$ cat src/design/fgpc_pkg.sv
// ----------------------------------------------------------------------------
// fgpc_pkg
// Shared constants and types for the fuel gauge PWM calibrator: field widths,
// level scaling, calibration segment breakpoints and register indexes.
// ----------------------------------------------------------------------------
package fgpc_pkg;

    // Field widths
    localparam int DATA_W     = 16;
    localparam int LEVEL_W    = 12;
    localparam int CFG_ADDR_W = 3;

    // Level scaling: level = (7500 - count) * 2 / 5
    localparam int LEVEL_BASE  = 7500;
    localparam int LEVEL_NUM_W = 14;   // holds 2 * 7500
    localparam int LEVEL_DIV   = 5;
    localparam int LEVEL_DIV_W = 3;
    localparam int LEVEL_MAX   = 3000;

    // Calibration segments
    localparam int BRK_1     = 125;
    localparam int BRK_2     = 250;
    localparam int BRK_3     = 500;
    localparam int BRK_4     = 750;
    localparam int SEG_NARROW = 125;
    localparam int SEG_WIDE   = 250;
    localparam int SEG_DIV_W  = 8;
    localparam int NUM_CAL    = 6;

    // Datapath widths
    localparam int SLOPE_W  = 28;   // |b - a| * offset
    localparam int FACT_W   = 22;   // signed factor, two's complement
    localparam int FMAG_W   = 20;   // positive factor magnitude
    localparam int SCALED_W = 32;   // level * factor
    localparam int FRAC_BITS = 13;
    localparam int PS_W     = SCALED_W - FRAC_BITS;
    localparam int VOLT_W   = 28;   // v * 2320
    localparam int FINAL_W  = VOLT_W + PS_W;
    localparam int VOLT_SHIFT = 26;

    // Register reset values
    localparam logic [DATA_W-1:0] ADC_OFFSET_RESET = 16'd0;
    localparam logic [DATA_W-1:0] CAL_RESET [NUM_CAL] =
        '{16'd32768, 16'd18104, 16'd15073, 16'd10519, 16'd8847, 16'd8192};

    // Register indexes
    typedef enum logic [CFG_ADDR_W-1:0] {
        REG_ADC_OFFSET = 3'd0,
        REG_CAL_0      = 3'd1,
        REG_CAL_125    = 3'd2,
        REG_CAL_250    = 3'd3,
        REG_CAL_500    = 3'd4,
        REG_CAL_750    = 3'd5,
        REG_CAL_1000   = 3'd6
    } cfg_idx_t;

    // Request kinds
    localparam logic REQ_EDGE = 1'b0;
    localparam logic REQ_TICK = 1'b1;

endpackage

$ cat src/design/fgpc_serial_div.sv
// ----------------------------------------------------------------------------
// fgpc_serial_div
// Bit-serial restoring divider: one quotient bit per cycle, MSB first, with a
// narrow remainder register. Truncating unsigned quotient.
// ----------------------------------------------------------------------------
module fgpc_serial_div
#(
    parameter int N_W = 28,
    parameter int D_W = 8
)
(
    input  logic           clk,
    input  logic           rst_n,
    input  logic           start,
    input  logic [N_W-1:0] dividend,
    input  logic [D_W-1:0] divisor,
    output logic [N_W-1:0] quotient,
    output logic           done
);

    localparam int CNT_W = $clog2(N_W);

    logic [N_W-1:0]   shift_reg;
    logic [D_W-1:0]   rem_reg;
    logic [D_W-1:0]   rem_next;
    logic [D_W-1:0]   div_reg;
    logic [CNT_W-1:0] cnt_reg;
    logic             busy_reg;
    logic             done_reg;
    logic [D_W:0]     trial;
    logic             fits;

    // Trial subtract of the divisor from remainder plus next dividend bit
    always_comb
    begin
        trial    = {rem_reg, shift_reg[N_W-1]};
        fits     = (trial >= {1'b0, div_reg});
        rem_next = fits ? D_W'(trial - {1'b0, div_reg}) : D_W'(trial);
    end

    // Step control
    always_ff @(posedge clk or negedge rst_n)
    begin
        if (!rst_n)
        begin
            busy_reg <= 1'b0;
            done_reg <= 1'b0;
            cnt_reg  <= '0;
        end
        else if (start)
        begin
            busy_reg <= 1'b1;
            done_reg <= 1'b0;
            cnt_reg  <= CNT_W'(N_W - 1);
        end
        else if (busy_reg)
        begin
            cnt_reg  <= cnt_reg - CNT_W'(1);
            busy_reg <= (cnt_reg != '0);
            done_reg <= (cnt_reg == '0);
        end
        else
        begin
            done_reg <= 1'b0;
        end
    end

    // Dividend shifts out, quotient bits shift in
    always_ff @(posedge clk)
    begin
        if (start)
        begin
            shift_reg <= dividend;
            rem_reg   <= '0;
            div_reg   <= divisor;
        end
        else if (busy_reg)
        begin
            shift_reg <= {shift_reg[N_W-2:0], fits};
            rem_reg   <= rem_next;
        end
    end

    assign quotient = shift_reg;
    assign done     = done_reg;

endmodule

$ cat src/design/fgpc_serial_mul.sv
// ----------------------------------------------------------------------------
// fgpc_serial_mul
// Bit-serial shift-add multiplier: one multiplier bit per cycle, LSB first.
// Only the upper part of the product passes through the adder.
// ----------------------------------------------------------------------------
module fgpc_serial_mul
#(
    parameter int A_W = 16,
    parameter int B_W = 12
)
(
    input  logic               clk,
    input  logic               rst_n,
    input  logic               start,
    input  logic [A_W-1:0]     mcand,
    input  logic [B_W-1:0]     mplier,
    output logic [A_W+B_W-1:0] product,
    output logic               done
);

    localparam int CNT_W = $clog2(B_W);

    logic [A_W+B_W-1:0] prod_reg;
    logic [A_W-1:0]     mcand_reg;
    logic [CNT_W-1:0]   cnt_reg;
    logic               busy_reg;
    logic               done_reg;
    logic [A_W:0]       part_sum;

    // Add the multiplicand into the upper half when the current bit is set
    always_comb
    begin
        part_sum = {1'b0, prod_reg[A_W+B_W-1:B_W]}
                 + (prod_reg[0] ? {1'b0, mcand_reg} : '0);
    end

    // Step control
    always_ff @(posedge clk or negedge rst_n)
    begin
        if (!rst_n)
        begin
            busy_reg <= 1'b0;
            done_reg <= 1'b0;
            cnt_reg  <= '0;
        end
        else if (start)
        begin
            busy_reg <= 1'b1;
            done_reg <= 1'b0;
            cnt_reg  <= CNT_W'(B_W - 1);
        end
        else if (busy_reg)
        begin
            cnt_reg  <= cnt_reg - CNT_W'(1);
            busy_reg <= (cnt_reg != '0);
            done_reg <= (cnt_reg == '0);
        end
        else
        begin
            done_reg <= 1'b0;
        end
    end

    // Product register shifts right one bit a step
    always_ff @(posedge clk)
    begin
        if (start)
        begin
            prod_reg  <= {{A_W{1'b0}}, mplier};
            mcand_reg <= mcand;
        end
        else if (busy_reg)
        begin
            prod_reg <= {part_sum, prod_reg[B_W-1:1]};
        end
    end

    assign product = prod_reg;
    assign done    = done_reg;

endmodule

$ cat src/design/fuel_gauge_pwm_calibrator_core.sv
// ----------------------------------------------------------------------------
// fuel_gauge_pwm_calibrator_core
// Counts sensor edges over a gate interval and, on each gate tick, turns the
// count into a calibrated, battery-compensated PWM compare value.
// ----------------------------------------------------------------------------
// Edge beats: one per cycle while idle, no result.
// Tick beats: one result each from the serial units; the scale and voltage
// multiplies are skipped when the scaled level is zero or negative.
// A new beat is taken once the result sits in the output register.
// Reset (async, active low): edge counter cleared, registers to defaults,
// no clearing pass.
module fuel_gauge_pwm_calibrator_core
    import fgpc_pkg::*;
#(
    parameter int COUNT_WIDTH = 16
)
(
    input  logic                  clk,
    input  logic                  rst_n,
    input  logic                  in_valid,
    output logic                  in_stall,
    input  logic                  req_type,
    input  logic [DATA_W-1:0]     battery_sample,
    output logic                  out_valid,
    input  logic                  out_stall,
    output logic [DATA_W-1:0]     pwm_compare,
    output logic [LEVEL_W-1:0]    raw_level,
    output logic [DATA_W-1:0]     edge_total,
    input  logic                  cfg_we,
    input  logic [CFG_ADDR_W-1:0] cfg_addr,
    input  logic [DATA_W-1:0]     cfg_wdata
);

    typedef enum logic [8:0] {
        ST_IDLE  = 9'b000000001,
        ST_LEVEL = 9'b000000010,
        ST_SEG   = 9'b000000100,
        ST_PROD  = 9'b000001000,
        ST_QUOT  = 9'b000010000,
        ST_FACT  = 9'b000100000,
        ST_SCALE = 9'b001000000,
        ST_VOLT  = 9'b010000000,
        ST_DONE  = 9'b100000000
    } state_t;

    state_t state_reg;
    state_t state_next;

    logic [DATA_W-1:0]      adc_offset_reg;
    logic [DATA_W-1:0]      cal_reg [NUM_CAL];
    logic [COUNT_WIDTH-1:0] count_reg;
    logic [31:0]            cnt_ext;

    logic [DATA_W-1:0]      edge_tot_reg;
    logic [DATA_W-1:0]      volt_reg;
    logic [LEVEL_W-1:0]     level_reg;
    logic [DATA_W-1:0]      seg_a_reg;
    logic                   neg_reg;
    logic [SEG_DIV_W-1:0]   width_reg;
    logic [FACT_W-1:0]      fact_reg;
    logic [VOLT_W-1:0]      vmul_reg;
    logic [DATA_W-1:0]      pwm_reg;

    logic                   out_valid_reg;
    logic [DATA_W-1:0]      pwm_out_reg;
    logic [LEVEL_W-1:0]     level_out_reg;
    logic [DATA_W-1:0]      edge_out_reg;

    logic                   in_take;
    logic                   tick_take;
    logic                   edge_take;
    logic                   out_load;
    logic                   fact_pos;

    logic [12:0]            lvl_diff;
    logic [LEVEL_NUM_W-1:0] lvl_num;

    logic [DATA_W-1:0]      seg_a;
    logic [DATA_W-1:0]      seg_b;
    logic [LEVEL_W-1:0]     seg_start;
    logic [SEG_DIV_W-1:0]   seg_width;
    logic [DATA_W:0]        diff_s;
    logic [DATA_W-1:0]      diff_mag;
    logic [LEVEL_W-1:0]     seg_off;
    logic [FMAG_W-1:0]      quot_lo;
    logic [FACT_W-1:0]      fact_next;

    logic [LEVEL_NUM_W-1:0] lvl_quot;
    logic                   lvl_done;
    logic [SLOPE_W-1:0]     slope_prod;
    logic                   slope_done;
    logic [SLOPE_W-1:0]     slope_quot;
    logic                   slope_qdone;
    logic [SCALED_W-1:0]    scaled_prod;
    logic                   scaled_done;
    logic [FINAL_W-1:0]     final_prod;
    logic                   final_done;

    // Handshake
    assign in_stall  = (state_reg != ST_IDLE);
    assign in_take   = in_valid && !in_stall;
    assign tick_take = in_take && (req_type == REQ_TICK);
    assign edge_take = in_take && (req_type == REQ_EDGE);
    assign out_load  = (state_reg == ST_DONE) && (!out_valid_reg || !out_stall);

    // Configuration registers
    always_ff @(posedge clk or negedge rst_n)
    begin
        if (!rst_n)
        begin
            adc_offset_reg <= ADC_OFFSET_RESET;
            for (int i = 0; i < NUM_CAL; i++)
            begin
                cal_reg[i] <= CAL_RESET[i];
            end
        end
        else if (cfg_we)
        begin
            unique case (cfg_idx_t'(cfg_addr))
                REG_ADC_OFFSET: adc_offset_reg <= cfg_wdata;
                REG_CAL_0:      cal_reg[0]     <= cfg_wdata;
                REG_CAL_125:    cal_reg[1]     <= cfg_wdata;
                REG_CAL_250:    cal_reg[2]     <= cfg_wdata;
                REG_CAL_500:    cal_reg[3]     <= cfg_wdata;
                REG_CAL_750:    cal_reg[4]     <= cfg_wdata;
                REG_CAL_1000:   cal_reg[5]     <= cfg_wdata;
                default:        ;
            endcase
        end
    end

    // Saturating edge counter, cleared by a tick
    always_ff @(posedge clk or negedge rst_n)
    begin
        if (!rst_n)
        begin
            count_reg <= '0;
        end
        else if (tick_take)
        begin
            count_reg <= '0;
        end
        else if (edge_take && (count_reg != {COUNT_WIDTH{1'b1}}))
        begin
            count_reg <= count_reg + COUNT_WIDTH'(1);
        end
    end

    // Level numerator: 2 * (7500 - count), zero past the base
    always_comb
    begin
        cnt_ext  = 32'(count_reg);
        lvl_diff = 13'(13'(LEVEL_BASE) - cnt_ext[12:0]);
        lvl_num  = (cnt_ext < 32'(LEVEL_BASE)) ? {lvl_diff, 1'b0} : '0;
    end

    // Segment select for the calibration interpolation
    always_comb
    begin
        if (level_reg <= LEVEL_W'(BRK_1))
        begin
            seg_a = cal_reg[0]; seg_b = cal_reg[1];
            seg_start = '0;                seg_width = SEG_DIV_W'(SEG_NARROW);
        end
        else if (level_reg <= LEVEL_W'(BRK_2))
        begin
            seg_a = cal_reg[1]; seg_b = cal_reg[2];
            seg_start = LEVEL_W'(BRK_1);   seg_width = SEG_DIV_W'(SEG_NARROW);
        end
        else if (level_reg <= LEVEL_W'(BRK_3))
        begin
            seg_a = cal_reg[2]; seg_b = cal_reg[3];
            seg_start = LEVEL_W'(BRK_2);   seg_width = SEG_DIV_W'(SEG_WIDE);
        end
        else if (level_reg <= LEVEL_W'(BRK_4))
        begin
            seg_a = cal_reg[3]; seg_b = cal_reg[4];
            seg_start = LEVEL_W'(BRK_3);   seg_width = SEG_DIV_W'(SEG_WIDE);
        end
        else
        begin
            seg_a = cal_reg[4]; seg_b = cal_reg[5];
            seg_start = LEVEL_W'(BRK_4);   seg_width = SEG_DIV_W'(SEG_WIDE);
        end
        diff_s   = {1'b0, seg_b} - {1'b0, seg_a};
        diff_mag = diff_s[DATA_W] ? DATA_W'((DATA_W+1)'(0) - diff_s) : diff_s[DATA_W-1:0];
        seg_off  = level_reg - seg_start;
    end

    // Factor = a +/- |b - a| * offset / width (truncated towards zero)
    always_comb
    begin
        quot_lo   = slope_quot[FMAG_W-1:0];
        fact_next = neg_reg ? (FACT_W'(seg_a_reg) - FACT_W'(quot_lo))
                            : (FACT_W'(seg_a_reg) + FACT_W'(quot_lo));
        fact_pos  = !fact_reg[FACT_W-1] && (fact_reg != '0) && (level_reg != '0);
    end

    // Serial arithmetic units
    fgpc_serial_div #(.N_W(LEVEL_NUM_W), .D_W(LEVEL_DIV_W)) u_lvl_div
    (
        .clk      (clk),
        .rst_n    (rst_n),
        .start    (tick_take),
        .dividend (lvl_num),
        .divisor  (LEVEL_DIV_W'(LEVEL_DIV)),
        .quotient (lvl_quot),
        .done     (lvl_done)
    );

    fgpc_serial_mul #(.A_W(DATA_W), .B_W(LEVEL_W)) u_slope_mul
    (
        .clk     (clk),
        .rst_n   (rst_n),
        .start   (state_reg == ST_SEG),
        .mcand   (diff_mag),
        .mplier  (seg_off),
        .product (slope_prod),
        .done    (slope_done)
    );

    fgpc_serial_div #(.N_W(SLOPE_W), .D_W(SEG_DIV_W)) u_slope_div
    (
        .clk      (clk),
        .rst_n    (rst_n),
        .start    ((state_reg == ST_PROD) && slope_done),
        .dividend (slope_prod),
        .divisor  (width_reg),
        .quotient (slope_quot),
        .done     (slope_qdone)
    );

    fgpc_serial_mul #(.A_W(FMAG_W), .B_W(LEVEL_W)) u_scale_mul
    (
        .clk     (clk),
        .rst_n   (rst_n),
        .start   ((state_reg == ST_FACT) && fact_pos),
        .mcand   (fact_reg[FMAG_W-1:0]),
        .mplier  (level_reg),
        .product (scaled_prod),
        .done    (scaled_done)
    );

    fgpc_serial_mul #(.A_W(VOLT_W), .B_W(PS_W)) u_volt_mul
    (
        .clk     (clk),
        .rst_n   (rst_n),
        .start   ((state_reg == ST_SCALE) && scaled_done),
        .mcand   (vmul_reg),
        .mplier  (scaled_prod[SCALED_W-1:FRAC_BITS]),
        .product (final_prod),
        .done    (final_done)
    );

    // Sequencer
    always_comb
    begin
        state_next = state_reg;
        unique case (state_reg)
            ST_IDLE:  if (tick_take)   state_next = ST_LEVEL;
            ST_LEVEL: if (lvl_done)    state_next = ST_SEG;
            ST_SEG:                    state_next = ST_PROD;
            ST_PROD:  if (slope_done)  state_next = ST_QUOT;
            ST_QUOT:  if (slope_qdone) state_next = ST_FACT;
            ST_FACT:  state_next = fact_pos ? ST_SCALE : ST_DONE;
            ST_SCALE: if (scaled_done) state_next = ST_VOLT;
            ST_VOLT:  if (final_done)  state_next = ST_DONE;
            ST_DONE:  if (out_load)    state_next = ST_IDLE;
            default:                   state_next = ST_IDLE;
        endcase
    end

    always_ff @(posedge clk or negedge rst_n)
    begin
        if (!rst_n)
        begin
            state_reg <= ST_IDLE;
        end
        else
        begin
            state_reg <= state_next;
        end
    end

    // Working registers of one tick
    always_ff @(posedge clk)
    begin
        if (tick_take)
        begin
            edge_tot_reg <= (cnt_ext > 32'hFFFF) ? 16'hFFFF : cnt_ext[DATA_W-1:0];
            volt_reg     <= battery_sample - adc_offset_reg;
        end
        if ((state_reg == ST_LEVEL) && lvl_done)
        begin
            level_reg <= lvl_quot[LEVEL_W-1:0];
        end
        if (state_reg == ST_SEG)
        begin
            seg_a_reg <= seg_a;
            neg_reg   <= diff_s[DATA_W];
            width_reg <= seg_width;
        end
        if ((state_reg == ST_QUOT) && slope_qdone)
        begin
            fact_reg <= fact_next;
        end
        if (state_reg == ST_FACT)
        begin
            // 2320 = 2^11 + 2^8 + 2^4
            vmul_reg <= (VOLT_W'(volt_reg) << 11) + (VOLT_W'(volt_reg) << 8)
                      + (VOLT_W'(volt_reg) << 4);
            if (!fact_pos)
            begin
                pwm_reg <= '0;
            end
        end
        if ((state_reg == ST_VOLT) && final_done)
        begin
            pwm_reg <= (final_prod[FINAL_W-1:VOLT_SHIFT+DATA_W] != '0)
                     ? {DATA_W{1'b1}}
                     : final_prod[VOLT_SHIFT+DATA_W-1:VOLT_SHIFT];
        end
    end

    // Output register
    always_ff @(posedge clk or negedge rst_n)
    begin
        if (!rst_n)
        begin
            out_valid_reg <= 1'b0;
        end
        else if (out_load)
        begin
            out_valid_reg <= 1'b1;
        end
        else if (out_valid_reg && !out_stall)
        begin
            out_valid_reg <= 1'b0;
        end
    end

    always_ff @(posedge clk)
    begin
        if (out_load)
        begin
            pwm_out_reg   <= pwm_reg;
            level_out_reg <= level_reg;
            edge_out_reg  <= edge_tot_reg;
        end
    end

    assign out_valid   = out_valid_reg;
    assign pwm_compare = pwm_out_reg;
    assign raw_level   = level_out_reg;
    assign edge_total  = edge_out_reg;

endmodule

$ cat config.mk
export PLATFORM = sky130hd
export DESIGN_NAME = fuel_gauge_pwm_calibrator_core
export DESIGN_NICKNAME = d
export VERILOG_FILES = /design/src/design/fgpc_pkg.sv /design/src/design/fgpc_serial_div.sv /design/src/design/fgpc_serial_mul.sv /design/src/design/fuel_gauge_pwm_calibrator_core.sv
export SDC_FILE = /design/constraint.sdc
export NUM_CORES = 1
export LEC_CHECK = 0
export BUFFER_PORTS_ARGS = -buffer_cell sky130_fd_sc_hd__buf_4
export CAP_MARGIN = 30
export CORE_MARGIN = 4
export CORE_UTILIZATION = 60
export CTS_BUF_LIST = sky130_fd_sc_hd__clkbuf_8
export CTS_CLUSTER_DIAMETER = 200
export DETAILED_ROUTE_END_ITERATION = 16
export GPL_ROUTABILITY_DRIVEN = 0
export PLACE_DENSITY = 0.81
export SLEW_MARGIN = 20
export SYNTH_ARGS = -nofsm -noshare
export SYNTH_HDL_FRONTEND = slang
export SYNTH_SLANG_ARGS = --single-unit
$ cat constraint.sdc
create_clock -name clk -period 5.65 [get_ports clk]
set_clock_uncertainty 0.2 [all_clocks]
set_input_delay 0.8475 -clock clk [delete_from_list [all_inputs] [get_ports clk]]
set_output_delay 0.8475 -clock clk [all_outputs]
set_load 0.05 [all_outputs]
* After elaboration in Yosys (flattened, before gate mapping)
Index checks and enable logic that the tools add are counted.
** Word-level totals
- Flip-flop bits (word level) :: 581
- Input port bits :: 41
- Output and inout bits :: 46
- Word-level logic and storage cells :: 233
** Cells by class
- Add/subtract/negate cells :: 20
- Order comparisons :: 8
- Equal/unequal tests :: 25
- Muxes and demuxes :: 78
- Bitwise logic cells :: 1
- Reduce and logical (&&, ||, !) cells :: 50
** Operators with widths (count)
- 16-bit two-way mux :: 16
- 28-bit two-way mux :: 3
- 9-bit case mux with 9 select lines :: 1
- 9-bit two-way mux :: 8
- 12-bit two-way mux :: 4
- 14-bit two-way mux :: 3
- 10-bit two-way mux :: 4
- 19-bit two-way mux :: 2
- 28-bit by 28-bit adder with 29-bit output :: 1
- 27-bit by 24-bit adder with 28-bit output :: 1
- 28-bit by 20-bit adder with 28-bit output :: 1
- 4-bit two-way mux :: 6
- 1-bit two-way mux :: 22
- 22-bit two-way mux :: 1
- 22-bit nonzero test :: 1
- 16-bit by 20-bit adder with 21-bit output :: 1
- 20-bit by 20-bit adder with 21-bit output :: 1
- 16-bit by 20-bit subtractor with 21-bit output :: 1
- 20-bit two-way mux :: 1
- 5-bit two-way mux :: 4
- 16-bit by 16-bit adder with 17-bit output :: 1
- 16-bit by 16-bit subtractor with 17-bit output :: 1
- 16-bit by 1-bit adder with 16-bit output (second input constant) :: 1
- 16-bit greater-than comparator (second input constant) :: 1
- 46 further kinds :: 96

* Logic depth before layout (Yosys ltp)
Gate-level depths: netlist (run 1).
- Depth in word-level cells :: 8
- Gate-level depth with buffers :: 24
- Mapped depth without buffers :: 22

* Hierarchy
From an unflattened synthesis (run 1), not the netlist that was laid out.
** Unflattened totals
- Cells, all modules :: 2842
- Area total of the unflattened synthesis :: 31465.2 um^2
** By module, submodules not included
- fuel_gauge_pwm_calibrator_core :: instances 1, cells an instance 1554, area an instance 17060.1 um^2
- fgpc_serial_mul at u_volt_mul :: instances 1, cells an instance 430, area an instance 4594.4 um^2
- fgpc_serial_mul at u_scale_mul :: instances 1, cells an instance 325, area an instance 3339.5 um^2
- fgpc_serial_mul at u_slope_mul :: instances 1, cells an instance 230, area an instance 2633.8 um^2
- fgpc_serial_div at u_slope_div :: instances 1, cells an instance 212, area an instance 2595.0 um^2
- fgpc_serial_div at u_lvl_div :: instances 1, cells an instance 91, area an instance 1242.4 um^2

* Worst setup path before layout (run 1)
No wires, ideal clock.
- Kind :: register to register
- Start point :: register level_reg[10]
- End point :: register u_slope_mul.mcand_reg[15] (data pin)
- Arrival time :: 4.205 ns
- Required time :: 5.188 ns
- Setup slack :: 0.982 ns
- Cell stages (with the launch flop) :: 20
- Path buffers :: 2
- Period minus slack after synthesis :: 4.668 ns
- Path through :: edfxtp_1 -> or3_1 -> clkbuf_1 -> nor2_1 -> nor2_2 -> buf_2 -> a222oi_1 -> o21a_1 -> ha_1 -> inv_1 -> fa_1 -> a21o_1 -> a22oi_2 -> a2111oi_4 -> nor3_4 -> xnor2_1 -> nor4_4 -> a311o_1 -> o21ai_2 -> xor2_1
** Between the ends
- Longest elaborated chain between the ends :: 8
- Elaborated cells on any way between the ends :: 15
- Classes of those cells :: add/sub (2); order compare (4); mux (9)
** RTL lines
- start: declaration :: line fuel_gauge_pwm_calibrator_core.sv:56 : logic [LEVEL_W-1:0] level_reg;
- start signal: assignment :: line fuel_gauge_pwm_calibrator_core.sv:295 : level_reg <= lvl_quot[LEVEL_W-1:0];
- 12-bit by 10-bit less-or-equal comparator with 1-bit output :: line fuel_gauge_pwm_calibrator_core.sv:175 : else if (level_reg <= LEVEL_W'(BRK_4))
- 16-bit two-way mux :: line fuel_gauge_pwm_calibrator_core.sv:175
- 16-bit two-way mux :: line fuel_gauge_pwm_calibrator_core.sv:170 : else if (level_reg <= LEVEL_W'(BRK_3))
- 16-bit two-way mux :: line fuel_gauge_pwm_calibrator_core.sv:165 : else if (level_reg <= LEVEL_W'(BRK_2))
- 16-bit two-way mux :: line fuel_gauge_pwm_calibrator_core.sv:160 : if (level_reg <= LEVEL_W'(BRK_1))
- 16-bit by 16-bit subtractor with 17-bit output * :: line fuel_gauge_pwm_calibrator_core.sv:185 : diff_s = {1'b0, seg_b} - {1'b0, seg_a};
- 1-bit by 16-bit subtractor with 16-bit output :: line fuel_gauge_pwm_calibrator_core.sv:186 : diff_mag = diff_s[DATA_W] ? DATA_W'((DATA_W+1)'(0) - diff_s) : diff_s[DATA_W-1:0];
- 16-bit two-way mux * :: line fuel_gauge_pwm_calibrator_core.sv:186
- named net diff_mag[15] :: line fuel_gauge_pwm_calibrator_core.sv:83 : logic [DATA_W-1:0] diff_mag;
- end signal: assignment :: line fgpc_serial_mul.sv:70 : mcand_reg <= mcand;
- end: declaration :: line fgpc_serial_mul.sv:24 : logic [A_W-1:0] mcand_reg;
Mark *: on every way through the listed nets, which the timed path passes. The rest lies on a longest branch.
A chain may end at the register's enable or synchronous reset.

* Final worst setup path (run 1)
Same ends and word-level chain as after synthesis.

==> metrics.txt, run 1 <==
outcome=finished, final reports clean; max-slew violation count=0; final std cell area, no fill=33000 um^2; GRT Overall Usage=24.5%; Hold Fails Final Rpt=0; Root Driver=clkbuf_8; latest clock arrival within the worst-skew pair=0.69 ns; Core ar.=49100 um^2; post-synth cell types=103; Maximum Capacitance Violations=0; max reg flops=between 90 and 100; vias per cell=5.95; Nets=3071; post-synthesis sequential area ratio=51.3%; Initial Utilization=60.8%; Placed Area=31200 um^2; Synth top area share=31.8%; Syn Inst Count=between 2000 and 3000; fin crit share=93.5%; Comb power frac=14.8%; first-pass GRT wire length=about 110000 um; clock share of power=a little over a third; switch share=26.8%; Worst EP required=5.86 ns; number of synthesized register bits=561; CP startpoint kind=flop; die area=53300 um^2; setup bufs post-CTS=0; kind of critical path=reg2reg; CTS buffer count=90; Worst Path Max Fanout=13; placed insts=roughly 3400; Mean Syn Cell Area=10.9 um^2; most instantiated library cell after synthesis=edfxtp_1; Cell Rows=81; Async SR Flop Fraction=30.3%; maximum root-to-sink buffer count=3; vias=between 20000 and 25000; Tightest Pin Transition=~0.95 ns; VDD IR max=0.000230 V; setup TNS=0 ns; Port Buffers=86; CTS tree=built; minimum clock period=5.28 ns; synthesis-to-finish area growth=10.9%; CP endpoint kind=flop; Die Wd=231 um; antenna-violating nets left=0; vias in the first global route=between 20000 and 25000; initial antenna violation count=0; Crit path arrival time=5.49 ns; clk slew on worst S/H paths=0.06 ns; setup violators final=0; predominant post-synthesis flop cell=edfxtp_1; PwrDens=~300 nW/um^2; total internal power=between 7000 and 8000 uW; n_diodes=0; non-filler instance count after layout=3577; routed len/inst=18.2 um; Sw Pwr=roughly 2600 uW; relative slew slack=36.5%; Sink Count=561; RSZ-0062 raised after global routing=no; share of cells above drive strength 1=between 10% and 20%; largest net degree at the start of global routing=90; DR DRC count=0; routed wire length=65300 um; warnings from Yosys=0; synth top area cells=edfxtp_1 (32%), dfrtp_1 (12%), ha_1 (7.3%); global route overflow=0; # H-tree levels=3; IO Count=87; Final HPWL DP=47400 um; Die Y=231 um; DR iter-0 viols=1821; post-synth top area cell=edfxtp_1; sequential share of power=just under 50%; DR pass1 iterations=8; net count after synthesis=2957; f_max=189 MHz; Worst Hold Class=in2async; Mapped Area=a little under 30000 um^2; number of flops mapped to enable cells by yosys=between 300 and 400; Leak=around 0.013 uW; top cells by count, synth=edfxtp_1 (316), nand2_1 (291), nor2_1 (211)
[cell type report]
class	instances	area, um^2
Multi-Input combinational cell	1920	13600
Sequential cell	561	15300
Inverter	149	559
Tap cell	664	831
Fill cell	3528	16000
Clock inverter	66	465
Timing Repair Buffer	116	882
Clock buffer	101	1390
[stage by stage]
| stage | total power, uW | hold WS, ns | setup WS [ns] | utilization, % |
|---|---|---|---|---|
| finish | 9730 | 0.0340 | 0.369 | 67.4 |
| global placement | 6130 | 0.201 | 0.569 | 63.5 |
| CTS | 9760 | 0.0367 | 0.273 | 67.3 |
| global route | 10200 | 0.0874 | 0.0582 | 67.4 |
| floorplan | 5810 | 0.200 | 0.982 | - |
| detailed placement | 6210 | 0.205 | 0.329 | 63.5 |
[per-layer routing]
metal / vias to the layer above / global-route usage, % / wire (um)
met1: 10300 / 32.1 / 27300
met5: - / 0 / 0
met3: 174 / 3.78 / 4060
met4: 0 / 9.81 / 2420
li1: 10000 / - / -
met2: 784 / 41.1 / 31500
[what timing repair did]
item	4_1_cts	5_1_grt
gates resized for setup	0	2
endpoints found under the hold margin	0	0
endpoints found under the setup margin	0	9
hold buffers	0	0
[kinds of logic after synthesis]
group | share of synthesized area, %
mux | 5.88
simple gates | 13.3
fa+ha+maj | 8.54
flops | 51.3
xor+xnor | 4.58
buf+inv | 3.15
compound gates | 13.3
[worst max-delay path, cell delays in order (launching register included)]
cell and delay (ns):
edfxtp_1 0.52, or3_1 0.53, nor3_2 0.22, nand2_2 0.23, nand2_2 0.23, inv_2 0.05, a222oi_1 0.28, o21a_1 0.19
ha_1 0.19, inv_1 0.06, fa_1 0.40, a21o_1 0.23, a22oi_2 0.25, nor2b_1 0.20, xor2_1 0.31, nand2_1 0.17
nor2_1 0.27, a311o_1 0.25, o21ai_2 0.07, xor2_1 0.14
[path summary, 6_finish.rpt]
| kind | startpoint | endpoint | slack [ns] | cells after the start |
|---|---|---|---|---|
| max | level_reg[10]$_DFFE_PP_ | u_slope_mul.mcand_reg[15]$_DFFE_PN_ | 0.37 | 19 |
| min | rst_n | cal_reg[31]$_DFFE_PN0P_ | 0.03 | 1 |
| max reg2reg | level_reg[10]$_DFFE_PP_ | u_slope_mul.mcand_reg[15]$_DFFE_PN_ | 0.37 | 19 |
| min reg2reg | pwm_reg[6]$_SDFFCE_PN0P_ | pwm_compare[6]$_DFFE_PP_ | 0.22 | 0 |
| max in group asynchronous | rst_n | adc_offset_reg[1]$_DFFE_PN0P_ | 4.08 | 2 |
| min in group clk | pwm_reg[6]$_SDFFCE_PN0P_ | pwm_compare[6]$_DFFE_PP_ | 0.22 | 0 |
[power groups by stage]
| stage | sequential, uW | combinational [uW] | clock [uW] |
|---|---|---|---|
| after detailed placement | 4810 | 1400 | 0 |
| after floorplan | 4740 | 1060 | 0 |
| after global routing | 4750 | 1580 | 3840 |
| after CTS | 4730 | 1410 | 3620 |
| final | 4730 | 1440 | 3560 |
| after global placement | 4800 | 1330 | 0 |
[cells in the final DEF, fill, tap and decap left out, types with 12 or more instances in the layout]
cell type	instances
edfxtp_1	316
nand2_1	290
nor2_1	210
inv_1	174
ha_1	173
o21ai_0	148
dfrtp_1	138
a21oi_1	130
xnor2_1	118
buf_4	113
mux2_2	112
clkbuf_8	101
dfxtp_1	75
and2_1	65
mux2i_1	49
nand3_1	44
o21a_1	38
nor3_1	38
xor2_1	38
dfstp_2	32
nand2b_1	31
a21o_1	30
nor2b_1	28
a22oi_1	27
o31ai_1	26
a211oi_1	23
or3_1	20
fa_1	19
o21bai_1	16
and3_1	16
a31oi_1	14
clkinv_2	12
Note: power is estimated with default switching activity, not from simulation.
==> run 2: changes to the inputs <==
==> constraint.sdc (replaced) <==
create_clock -name clk -period 6.6 [get_ports clk]
set_clock_uncertainty 0.2 [all_clocks]
set_input_delay 0.99 -clock clk [delete_from_list [all_inputs] [get_ports clk]]
set_output_delay 0.99 -clock clk [all_outputs]
set_load 0.05 [all_outputs]
==> run 2 against run 1 <==
Compared with the run above: clock power decreased by 19%; largest power group unchanged; via count shrank 0.17%; combinational power down 15%.
==> metrics.txt, run 2 (synthesis results as in run 1) <==
PostCTS Resize Cnt=0 (unchanged); Die Wd=231 um (unchanged); Hold WS=0.170 ns (+0.136 ns); largest net degree at the start of global routing=83 (-7.8%); switch share=26.9% (+0.18 points); IO Count=87 (unchanged); Register-to-Register Path Depth=19 (unchanged); Worst EP required=6.80 ns (+0.94 ns); setup violators final=0 (unchanged); VDD IR max=0.000282 V (+22%); hold_buf cts=0 (unchanged); outcome=finished, final reports clean; Worst Path Max Fanout=26 (+13); Cell Rows=81 (unchanged); vias=21200 (-0.17%); die area=53300 um^2 (unchanged); Port Buffers=86 (unchanged); slowest CP cell=edfxtp_1; total internal power=5970 uW (-16%); clk slew on worst S/H paths=0.06 ns (about the same); Nets=3071 (unchanged); Sink Count=561 (unchanged); CTS tree=built; r2r setup slk=0.83 ns (+0.46 ns); Initial Utilization=60.8% (unchanged); sequential share of power=49.6% (+1.0 points); DR pass1 iterations=6 (-2); Maximum Capacitance Violations=0 (unchanged); Tightest Pin Transition=1.14 ns (+0.192 ns); most frequent cells in the layout=edfxtp_1 (316), nand2_1 (291), nor2_1 (210), ha_1 (173), inv_1 (171); routed wire length=64700 um (-0.85%); RSZ-0062 raised after global routing=no; final std cell area, no fill=33000 um^2 (-0.12%); DR DRC count=0 (unchanged); Placed Area=31200 um^2 (about the same); Crit path arrival time=5.97 ns (+0.48 ns); setup bufs post-CTS=0 (unchanged); Worst Path Buf+Inv=2 (unchanged); Worst path max stage delay=0.52 ns (about the same); Leak=0.0134 uW (-0.34%); Fillers=3547 (+0.54%); clock share of power=35.5% (-1.1 points); f_max=173 MHz (-8.4%); initial antenna violation count=3 (+3); first-pass GRT wire length=106000 um (-1.1%); worst r2r src=level_reg[10]$_DFFE_PP_; kind of critical path=reg2reg; max-slew violation count=0 (unchanged); maximum root-to-sink buffer count=3 (unchanged); r2r endpoint=u_slope_mul.mcand_reg[15]$_DFFE_PN_; Die Y=231 um (unchanged); antenna-violating nets left=0 (unchanged); Worst Hold Class=in2async; minimum clock period=5.77 ns (+0.487 ns); PwrDens=248 nW/um^2 (-16%); CP delay by family, top=simple AND/OR/NAND/NOR gates; # H-tree levels=3 (unchanged); CTS buffer count=91 (+1.1%); Hold Fails Final Rpt=0 (unchanged); most common cell after layout, fill and taps aside=edfxtp_1; DR iter-0 viols=1841 (+1.1%); Final HPWL DP=46700 um (-1.4%); routed len/inst=18.1 um (-0.94%); vias in the first global route=21100 (-0.52%); Comb power frac=15.0% (+0.2 points); vias per cell=5.93 (-0.26%); Root Driver=clkbuf_8; GRT Overall Usage=24.2% (-0.25 points); CP endpoint kind=flop; setup TNS=0 ns (unchanged); fin crit share=87.4% (-6.1 points); relative slew slack=24.0% (-12 points); max reg flops=96 (unchanged); worst-path cell chain=or3_1, nor3_1, nand2_1, nand2_2, inv_2, a222oi_1, o21a_1, ha_1, inv_1, fa_1, a21o_1, a22oi_2, nor2b_1, xor2_1, nand2_1, nor2_1, a311o_1, o21ai_2, xor2_1; Core ar.=49100 um^2 (unchanged); global route overflow=0 (unchanged); Crit. path cell count=19 (unchanged); Sw Pwr=2200 uW (-15%); CP startpoint kind=flop; latest clock arrival within the worst-skew pair=0.68 ns (about the same); post-layout utilization of the core=67.3% (-0.082 points); share of cells above drive strength 1=15.5% (-0.079 points); synthesis-to-finish area growth=10.8%
==> run 2: worst max-delay path by stage <==
stage	startpoint	endpoint	slack (ns)
6_report	level_reg[10]$_DFFE_PP_	u_slope_mul.mcand_reg[15]$_DFFE_PN_	0.83
5_1_grt	level_reg[10]$_DFFE_PP_	u_slope_mul.mcand_reg[15]$_DFFE_PN_	0.46
4_1_cts	level_reg[10]$_DFFE_PP_	u_slope_mul.mcand_reg[15]$_DFFE_PN_	0.94
3_5_place_dp	level_reg[10]$_DFFE_PP_	u_slope_mul.mcand_reg[15]$_DFFE_PN_	0.96
3_3_place_gp	level_reg[10]$_DFFE_PP_	u_slope_mul.mcand_reg[15]$_DFFE_PN_	1.16
2_1_floorplan	level_reg[10]$_DFFE_PP_	u_slope_mul.mcand_reg[15]$_DFFE_PN_	1.93
==> run 2: area by class of cell <==
cell class	count	area (um^2)	share of cell area, %
Sequential cell	561	15300	46.3
Multi-Input combinational cell	1920	13600	41.3
Inverter	149	559	1.69
Antenna cell	1	2.50	0.00758
Timing Repair Buffer	115	906	2.74
Clock inverter	67	373	1.13
Tap cell	664	831	2.52
Clock buffer	103	1420	4.29
==> run 2: metrics by stage <==
step / total power [uW] / cells / setup slack [ns]
after CTS: 8210 / 3576 / 0.938
after floorplan: 4970 / 2724 / 1.93
after global routing: 8540 / 3580 / 0.461
final: 8170 / 3580 / 0.832
after global placement: 5250 / 3403 / 1.16
after detailed placement: 5310 / 3406 / 0.965
==> run 2: layer usage <==
metal  routed length, um  global-route usage (%)
met3                3930                    4.10
met1               27400                    31.8
met4                2080                    9.30
met5                  13                       0
met2               31300                    40.5
==> run 2: power by group through the flow <==
| stage | sequential, uW | clock, uW | combinational, uW |
|---|---|---|---|
| finish | 4050 | 2900 | 1220 |
| global route | 4060 | 3140 | 1340 |
| CTS | 4040 | 2960 | 1210 |
| detailed placement | 4110 | 0 | 1200 |
| global placement | 4110 | 0 | 1140 |
| floorplan | 4060 | 0 | 909 |
